## config.mk

```make
export PLATFORM = sky130hd
export DESIGN_NAME = antenna_scan_rate_estimator_core
export DESIGN_NICKNAME = d
export VERILOG_FILES = /design/src/sv/asre_pkg.sv /design/src/sv/asre_lane.sv /design/src/sv/asre_merge.sv /design/src/sv/antenna_scan_rate_estimator_core.sv
export SDC_FILE = /design/constraint.sdc
export NUM_CORES = 2
export LEC_CHECK = 0
export BUFFER_PORTS_ARGS = -buffer_cell sky130_fd_sc_hd__buf_2
export CAP_MARGIN = 10
export CORE_MARGIN = 10
export CORE_UTILIZATION = 48
export DETAILED_ROUTE_END_ITERATION = 8
export GPL_TIMING_DRIVEN = 0
export PLACE_DENSITY = 0.69
export SLEW_MARGIN = 5
export SYNTH_ARGS = -nofsm -noshare
export SYNTH_HDL_FRONTEND = slang
export SYNTH_HIERARCHICAL = 1
export SYNTH_SLANG_ARGS = --single-unit
```

## constraint.sdc

```tcl
create_clock -name clock -period 12.3 [get_ports clock]
set_input_delay 1.23 -clock clock [delete_from_list [all_inputs] [get_ports clock]]
set_output_delay 1.23 -clock clock [all_outputs]
set_load 0.01 [all_outputs]
```

## src/sv/asre_pkg.sv

```systemverilog
// ----------------------------------------------------------------------------
// asre_pkg
// Shared types and constants of the antenna scan rate estimator.
// ----------------------------------------------------------------------------
package asre_pkg;

   localparam int RATE_BITS     = 32;
   localparam int INTERVAL_BITS = 32;
   localparam int SCALE_BITS    = 28;

   // 256 (fraction bits) times 1e6 (microseconds per second)
   localparam logic [SCALE_BITS-1:0]    RATE_SCALE     = 28'd256000000;
   localparam logic [RATE_BITS-1:0]     RATE_MAX       = 32'hFFFF_FFFF;
   localparam logic [INTERVAL_BITS-1:0] INTERVAL_RESET = 32'd1000000;

   typedef enum logic [2:0] {
      LANE_IDLE,
      LANE_EVAL,
      LANE_MUL,
      LANE_DIV,
      LANE_SAT,
      LANE_DONE
   } lane_state_type;

   typedef struct packed {
      logic                 busy;
      logic                 done;
      logic                 updated;
      logic [RATE_BITS-1:0] rate;
   } lane_status_type;

endpackage

```

## src/sv/asre_lane.sv

```systemverilog
// ----------------------------------------------------------------------------
// asre_lane
// One axis: reference state, interval check, scale multiply and a
// restoring divider that retires one quotient bit per cycle.
// ----------------------------------------------------------------------------
module asre_lane import asre_pkg::*; #(
   parameter int ANGLE_BITS = 16,
   parameter int TIME_BITS  = 48
) (
   input  logic                     clock,
   input  logic                     reset,
   input  logic                     start,
   input  logic [ANGLE_BITS-1:0]    angle,
   input  logic [TIME_BITS-1:0]     stamp_us,
   input  logic                     trans,
   input  logic [INTERVAL_BITS-1:0] interval,
   input  logic                     ack,
   output lane_status_type          status
);

   localparam int NUM_BITS = ANGLE_BITS + SCALE_BITS;
   localparam int CNT_BITS = $clog2(NUM_BITS);
   localparam logic [ANGLE_BITS-1:0] HALF = ANGLE_BITS'(1) << (ANGLE_BITS - 1);

   lane_state_type state_ff, state_in;

   logic                  started_ff;
   logic [TIME_BITS-1:0]  ref_time_ff;
   logic [ANGLE_BITS-1:0] ref_angle_ff;
   logic [RATE_BITS-1:0]  rate_ff;
   logic                  updated_ff;
   logic [ANGLE_BITS-1:0] cur_angle_ff;
   logic [TIME_BITS-1:0]  cur_time_ff;
   logic                  cur_trans_ff;
   logic [ANGLE_BITS-1:0] mag_ff;
   logic [TIME_BITS-1:0]  dt_ff;
   logic [NUM_BITS-1:0]   num_ff;
   logic [TIME_BITS-1:0]  rem_ff;
   logic [CNT_BITS-1:0]   count_ff;

   logic [TIME_BITS-1:0]  dt;
   logic [ANGLE_BITS-1:0] diff;
   logic [ANGLE_BITS-1:0] mag;
   logic                  hold;
   logic [TIME_BITS:0]    shifted;
   logic                  ge;
   logic [TIME_BITS-1:0]  rem_in;
   logic [NUM_BITS-1:0]   num_in;
   logic [RATE_BITS-1:0]  sat_rate;

   always_comb begin
      dt       = cur_time_ff - ref_time_ff;
      diff     = cur_angle_ff - ref_angle_ff;
      // shorter way round; exactly half a turn stays half a turn
      mag      = (diff > HALF) ? (ANGLE_BITS'(0) - diff) : diff;
      hold     = (dt < TIME_BITS'(interval)) || (dt == '0);
      shifted  = {rem_ff, num_ff[NUM_BITS-1]};
      ge       = shifted >= {1'b0, dt_ff};
      rem_in   = ge ? TIME_BITS'(shifted - {1'b0, dt_ff}) : shifted[TIME_BITS-1:0];
      num_in   = {num_ff[NUM_BITS-2:0], ge};
      sat_rate = (|num_ff[NUM_BITS-1:RATE_BITS]) ? RATE_MAX : num_ff[RATE_BITS-1:0];
   end

   always_comb begin
      state_in = state_ff;
      unique case (state_ff)
         LANE_IDLE: if (start) state_in = LANE_EVAL;
         LANE_EVAL: begin
            if (!started_ff || cur_trans_ff || hold) state_in = LANE_DONE;
            else                                     state_in = LANE_MUL;
         end
         LANE_MUL:  state_in = LANE_DIV;
         LANE_DIV:  if (count_ff == '0) state_in = LANE_SAT;
         LANE_SAT:  state_in = LANE_DONE;
         LANE_DONE: if (ack) state_in = LANE_IDLE;
         default:   state_in = LANE_IDLE;
      endcase
   end

   always_comb begin
      status.busy    = (state_ff != LANE_IDLE);
      status.done    = (state_ff == LANE_DONE);
      status.updated = updated_ff;
      status.rate    = rate_ff;
   end

   always_ff @(posedge clock) begin
      if (reset) begin
         state_ff     <= LANE_IDLE;
         started_ff   <= 1'b0;
         ref_time_ff  <= '0;
         ref_angle_ff <= '0;
         rate_ff      <= '0;
         updated_ff   <= 1'b0;
      end else begin
         state_ff <= state_in;
         unique case (state_ff)
            LANE_IDLE: begin
               if (start) begin
                  cur_angle_ff <= angle;
                  cur_time_ff  <= stamp_us;
                  cur_trans_ff <= trans;
               end
            end
            LANE_EVAL: begin
               updated_ff <= 1'b0;
               if (!started_ff) begin
                  started_ff   <= 1'b1;
                  rate_ff      <= '0;
                  ref_time_ff  <= cur_time_ff;
                  ref_angle_ff <= cur_angle_ff;
               end else if (cur_trans_ff) begin
                  ref_time_ff  <= cur_time_ff;
                  ref_angle_ff <= cur_angle_ff;
               end else if (!hold) begin
                  mag_ff <= mag;
                  dt_ff  <= dt;
               end
            end
            LANE_MUL: begin
               num_ff   <= NUM_BITS'(mag_ff) * NUM_BITS'(RATE_SCALE);
               rem_ff   <= '0;
               count_ff <= CNT_BITS'(NUM_BITS - 1);
            end
            LANE_DIV: begin
               num_ff   <= num_in;
               rem_ff   <= rem_in;
               count_ff <= count_ff - 1'b1;
            end
            LANE_SAT: begin
               rate_ff      <= sat_rate;
               ref_time_ff  <= cur_time_ff;
               ref_angle_ff <= cur_angle_ff;
               updated_ff   <= 1'b1;
            end
            LANE_DONE: ;
            default: ;
         endcase
      end
   end

endmodule

```

## src/sv/asre_merge.sv

```systemverilog
// ----------------------------------------------------------------------------
// asre_merge
// Join the two lane results into one item and hold it in the output register.
// ----------------------------------------------------------------------------
module asre_merge import asre_pkg::*; (
   input  logic                 clock,
   input  logic                 reset,
   input  lane_status_type      az_status,
   input  lane_status_type      el_status,
   output logic                 ack,
   output logic                 rsp_valid,
   input  logic                 rsp_stall,
   output logic [RATE_BITS-1:0] rsp_az_rate,
   output logic [RATE_BITS-1:0] rsp_el_rate,
   output logic                 rsp_az_updated,
   output logic                 rsp_el_updated
);

   logic                 valid_ff;
   logic [RATE_BITS-1:0] az_rate_ff, el_rate_ff;
   logic                 az_updated_ff, el_updated_ff;

   // load when both lanes are finished and the slot is free or draining
   assign ack = az_status.done && el_status.done && (!valid_ff || !rsp_stall);

   always_ff @(posedge clock) begin
      if (reset) begin
         valid_ff <= 1'b0;
      end else if (ack) begin
         valid_ff <= 1'b1;
      end else if (!rsp_stall) begin
         valid_ff <= 1'b0;
      end
   end

   always_ff @(posedge clock) begin
      if (ack) begin
         az_rate_ff    <= az_status.rate;
         el_rate_ff    <= el_status.rate;
         az_updated_ff <= az_status.updated;
         el_updated_ff <= el_status.updated;
      end
   end

   assign rsp_valid      = valid_ff;
   assign rsp_az_rate    = az_rate_ff;
   assign rsp_el_rate    = el_rate_ff;
   assign rsp_az_updated = az_updated_ff;
   assign rsp_el_updated = el_updated_ff;

endmodule

```

## src/sv/antenna_scan_rate_estimator_core.sv

```systemverilog
// ----------------------------------------------------------------------------
// antenna_scan_rate_estimator_core
// Azimuth and elevation scan rates from a stream of radar rays.
// ----------------------------------------------------------------------------
//
//  channel | direction | handshake          | payload
//  --------+-----------+--------------------+----------------------------------
//  req     | in        | req_valid/stall    | az, el angle, time, transition
//  rsp     | out       | rsp_valid/stall    | az, el rate and updated flags
//  csr     | in        | csr_valid/ready    | rate_interval_us
//
//  An item that computes a rate passes the evaluate, multiply, divide and
//  saturate steps, the divider in each lane retiring one quotient bit per
//  cycle; an item that keeps or restarts the reference skips straight to done.
//  One item is in the lanes at a time; the next is taken while the finished
//  item waits in the output register.
//  Reset clears the reference state of both axes and loads the interval
//  with 1000000 us.
//  A stalled output holds the lanes in their done state until the slot frees.
// ----------------------------------------------------------------------------
module antenna_scan_rate_estimator_core import asre_pkg::*; #(
   parameter int ANGLE_BITS = 16,
   parameter int TIME_BITS  = 48
) (
   input  logic                     clock,
   input  logic                     reset,

   input  logic                     req_valid,
   output logic                     req_stall,
   input  logic [ANGLE_BITS-1:0]    req_az_angle,
   input  logic [ANGLE_BITS-1:0]    req_el_angle,
   input  logic [TIME_BITS-1:0]     req_ray_time_us,
   input  logic                     req_in_transition,

   output logic                     rsp_valid,
   input  logic                     rsp_stall,
   output logic [RATE_BITS-1:0]     rsp_az_rate,
   output logic [RATE_BITS-1:0]     rsp_el_rate,
   output logic                     rsp_az_updated,
   output logic                     rsp_el_updated,

   input  logic                     csr_valid,
   output logic                     csr_ready,
   input  logic [INTERVAL_BITS-1:0] csr_rate_interval_us
);

   logic [INTERVAL_BITS-1:0] interval_ff;
   lane_status_type          az_status, el_status;
   logic                     start;
   logic                     ack;

   // the register accepts a write in any cycle
   assign csr_ready = 1'b1;

   always_ff @(posedge clock) begin
      if (reset) begin
         interval_ff <= INTERVAL_RESET;
      end else if (csr_valid && csr_ready) begin
         interval_ff <= csr_rate_interval_us;
      end
   end

   // hold off new items while either lane still owns the current one
   assign req_stall = az_status.busy || el_status.busy;
   assign start     = req_valid && !req_stall;

   asre_lane #(
      .ANGLE_BITS(ANGLE_BITS),
      .TIME_BITS (TIME_BITS)
   ) u_az_lane (
      .clock   (clock),
      .reset   (reset),
      .start   (start),
      .angle   (req_az_angle),
      .stamp_us(req_ray_time_us),
      .trans   (req_in_transition),
      .interval(interval_ff),
      .ack     (ack),
      .status  (az_status)
   );

   asre_lane #(
      .ANGLE_BITS(ANGLE_BITS),
      .TIME_BITS (TIME_BITS)
   ) u_el_lane (
      .clock   (clock),
      .reset   (reset),
      .start   (start),
      .angle   (req_el_angle),
      .stamp_us(req_ray_time_us),
      .trans   (req_in_transition),
      .interval(interval_ff),
      .ack     (ack),
      .status  (el_status)
   );

   // combine both axes into one result item
   asre_merge u_merge (
      .clock         (clock),
      .reset         (reset),
      .az_status     (az_status),
      .el_status     (el_status),
      .ack           (ack),
      .rsp_valid     (rsp_valid),
      .rsp_stall     (rsp_stall),
      .rsp_az_rate   (rsp_az_rate),
      .rsp_el_rate   (rsp_el_rate),
      .rsp_az_updated(rsp_az_updated),
      .rsp_el_updated(rsp_el_updated)
   );

   // an accepted item occupies the lanes on the next cycle
   a_accept_busy: assert property (@(posedge clock) disable iff (reset)
      start |=> req_stall)
      else $error("lanes not busy after accepting an item");

   // the lanes run in lockstep from the same start
   a_lanes_together: assert property (@(posedge clock) disable iff (reset)
      start |=> (az_status.busy && el_status.busy))
      else $error("lane started alone");

   // a new result only appears after both lanes finished
   a_rsp_from_lanes: assert property (@(posedge clock) disable iff (reset)
      $rose(rsp_valid) |-> $past(az_status.done && el_status.done))
      else $error("result without both lanes done");

   // a finished pair with a free slot moves out at once
   a_merge_takes: assert property (@(posedge clock) disable iff (reset)
      (az_status.done && el_status.done && !rsp_valid) |=> rsp_valid)
      else $error("finished lanes not merged into free slot");

endmodule
```

==> out/metrics.csv <==
stage,metric,value,unit
setup_path,CP startpoint kind,register,
setup_path,crit path to,u_az_lane/dt_ff[10],
setup_path,CP max stage cell,a2111oi_0,
logic_synthesis,Yosys Warn Count,6,
global_routing,largest net degree at the start of global routing,42,
timing,Final Skew,0.0373,ns
timing,final-report hold violation count,0,
layout,count of non-filler cells in the finished layout,6910,
setup_path,crit path max fanout,9,
logic_synthesis,sequential share of the synthesized area,40.8,%
route,router iterations before antenna repair,6,
place,placed cell area,52900,µm²
route,Vias,38545,
route,wire length per cell,18.6,µm
floorplanning,Die Span Y,342,µm
timing,Worst-Margin Slew,1.20,ns
layout,most frequent cells in the layout,"nand2_1, edfxtp_1, ha_1, inv_1, a21oi_1",
layout,"commonest non-fill, non-tap cell in the layout",nand2_1,
cts,CTS Buffer Depth,3,
route,Vias/cell,5.58,
logic_synthesis,synth unique cells,112,
run,max-cap viol count,0,
global_routing,GR Overflow Total,0,
setup_path,crit-path most repeated cell,buf_4,
cts,post-cts gate resize count,0,
logic_synthesis,Seq cells post-synth,755,
floorplanning,die area,117000,µm²
timing,highest clock rate,0.138,GHz
cts,CTS H-tree depth,3,
global_routing,initial antenna violation count,7,
floorplanning,core area,103000,µm²
logic_synthesis,Synth Area in Simple Gates,13.8,%
timing,Slew HR,18.0,%
global_routing,GRT Util Overall,21.5,%
timing,"Slew Viols, Final",0,
place,Setup WS pre-CTS,5.23,ns
setup_path,Worst R2R End,u_az_lane/dt_ff[10],
timing,final setup TNS,0,ns
route,initial DRC count,2826,
setup_path,CP startpoint,u_az_lane/cur_time_ff[0],
logic_synthesis,Gate Count Post-Synth,5142,
cts,"Setup Fix Bufs, Post-CTS",0,
floorplanning,# rows,118,
floorplanning,Starting Density,48.2,%
place,buffers added on ports,185,
route,Routed Wire Length,129000,µm
layout,Finished Cell Area,55800,µm²
cts,clk root buf,clkbuf_16,
setup_path,CP Capture Type,register,
cts,TritonCTS Buffers,84,
setup_path,critical path depth,24,
layout,Fillers,9248,
pwr,Max VDD drop,0.145,mV
logic_synthesis,Async SR Flop Fraction,0,%
place,DP HPWL,102000,µm
setup_path,crit path DAT,7.62,ns
setup_path,Reg2Reg Launch Point,u_az_lane/cur_time_ff[0],
setup_path,R2R depth,24,
global_routing,vias in the first global route,37495,
setup_path,buffers and inverters on the worst path,8,
layout,share of cells above drive strength 1,8.81,%
run_status,status,"complete, no violations",
logic_synthesis,Adder-Cell Fraction of Synth Area,17.2,%
cts,CTS tree,yes,
setup_path,critical path class,reg2reg,
cts,clock sinks,755,
logic_synthesis,"Net Count, Synth",5874,
setup_path,Top delay family on crit path,compound AO/OA/AOI/OAI gates,
setup_path,CP cell instances,inv_1 > ha_1 > inv_1 > fa_1 > a21oi_2 > o2111ai_2 > a2111o_1 > nand2_1 > nor2_1 > a2111oi_0 > ha_1 > nand3_1 > nor3_1 > o21ai_0 > nand4bb_1 > a2111oi_2 > and4_4 > nor4_2 > buf_4 > buf_4 > buf_4 > buf_4 > buf_4 > buf_4,
setup_path,Reg2Reg Setup Slack,5.07,ns
timing,Final Setup Violations,0,
place,cell total after placement,6749,
logic_synthesis,Synth Area per Inst,9.68,µm²
floorplanning,# IOs,187,
cts,CTS Hold Buffers Added,0,
timing,setup ws final,5.07,ns
timing,final period utilization,58.8,%
logic_synthesis,Post-synth EDFFs,520,
pwr,PwrDens,193,nW/µm²
logic_synthesis,mapped cell area,49800,µm²
layout,area grow syn2layout,12.1,%
setup_path,WP data required,12.69,ns
logic_synthesis,combinational family with the most area after synthesis,adder cells,
cts,Worst-path clk slew,0.06,ns
layout,nets@finish,6187,
global_routing,first-pass GRT wire length,202000,µm
pwr,Leak,22.8,nW
logic_synthesis,mux cell area share after synthesis,2.15,%
floorplanning,Die W,342,µm
logic_synthesis,top_reg_cell synth,edfxtp_1,
route,remaining antenna violation count,0,
cts,clk_lat worst skew,0.68,ns
hold_path,hold crit path type,reg2reg,
setup_path,"slowest stage delay, CP",0.92,ns
logic_synthesis,Synth Area in Compound Gates,16.6,%
place,RePlAce Congestion,0.916,
timing,Final min period,7.23,ns
logic_synthesis,XOR/XNOR share of the synthesized area,4.14,%
timing,unrepaired setup endpoints after global routing,no,
route,DRC,0,
[layout make-up]
type	instances	area, µm²	share of cell area, %
multi-input combinational	3713	26900	48.1
sequential	755	20300	36.4
clock buffer	114	2370	4.25
inverter	485	1820	3.26
tap	1380	1730	3.09
timing repair buffer	227	1380	2.47
buffer	189	808	1.45
clock inverter	44	502	0.899
antenna	3	7.51	0.0135
[cell families after synthesis]
group	after synthesis
muxes	106
and+or+nand+nor	1466
xor gates and xnor gates	235
DFF	755
AOI/OAI and AO/OA	1291
buffers and inverters	674
adders and majority gates	614
other	1
[sequential cells by signal (all words and copies together) (netlist names), 44 cells and up]
register	cells
u_az_lane/cur_time_ff	48
u_az_lane/dt_ff	48
u_az_lane/ref_time_ff	48
u_az_lane/rem_ff	48
u_el_lane/cur_time_ff	48
u_el_lane/dt_ff	48
u_el_lane/ref_time_ff	48
u_el_lane/rem_ff	48
u_az_lane/num_ff	44
u_el_lane/num_ff	44
[synthesized netlist by cell type, drive strengths merged, types with 83 or more instances]
master,count,area [µm²]
a21o,147,1100
a21oi,474,2390
clkbuf,149,562
dfxtp,235,4700
edfxtp,520,15600
fa,116,2320
ha,498,6230
inv,485,1820
mux2i,99,991
nand2,575,2160
nand3,94,475
nor2,327,1230
nor3,83,415
o21ai,239,1210
xnor2,144,1260
xor2,91,797
[worst min-delay path by stage]
stage / endpoint / startpoint / depth (start not counted) / slack, ns
finish: u_merge/rsp_az_rate[13] / u_az_lane/rate_ff[13] / 0 / 0.43
global route: u_merge/rsp_az_rate[13] / u_az_lane/rate_ff[13] / 0 / 0.43
CTS: u_merge/rsp_az_rate[13] / u_az_lane/rate_ff[13] / 0 / 0.43
detailed placement: u_merge/rsp_az_rate[4] / u_az_lane/rate_ff[4] / 0 / 0.41
global placement: u_merge/rsp_az_rate[13] / u_az_lane/rate_ff[13] / 0 / 0.41
floorplan: u_merge/rsp_az_rate[0] / u_az_lane/rate_ff[0] / 0 / 0.41
[per-stage QoR]
| step | hold slack, ns | power [mW] | utilization, % |
|---|---|---|---|
| 6_report | 0.425 | 10.8 | 54.1 |
| 5_1_grt | 0.435 | 11.6 | 54.1 |
| 4_1_cts | 0.426 | 10.8 | 54.1 |
| 3_5_place_dp | 0.415 | 8.16 | 51.3 |
| 3_3_place_gp | 0.414 | 8.05 | 50.8 |
| 2_1_floorplan | 0.408 | 6.97 | - |
[layer usage]
| metal | wire length, µm | global-route usage [%] | up-vias |
|---|---|---|---|
| met2 | 58600 | 35.1 | 1055 |
| met4 | 4940 | 7.93 | 2 |
| met5 | 12 | 0 | - |
| met1 | 56800 | 28.5 | 18242 |
| met3 | 8160 | 3.58 | 242 |
| li1 | - | - | 19004 |
[report_power, final]
group          total, mW  switching [mW]  internal (mW)
logic               4.78            2.93           1.85
clock network       2.61            1.09           1.52
registers           3.40           0.175           3.23
Note: power is estimated with default switching activity, not from simulation.
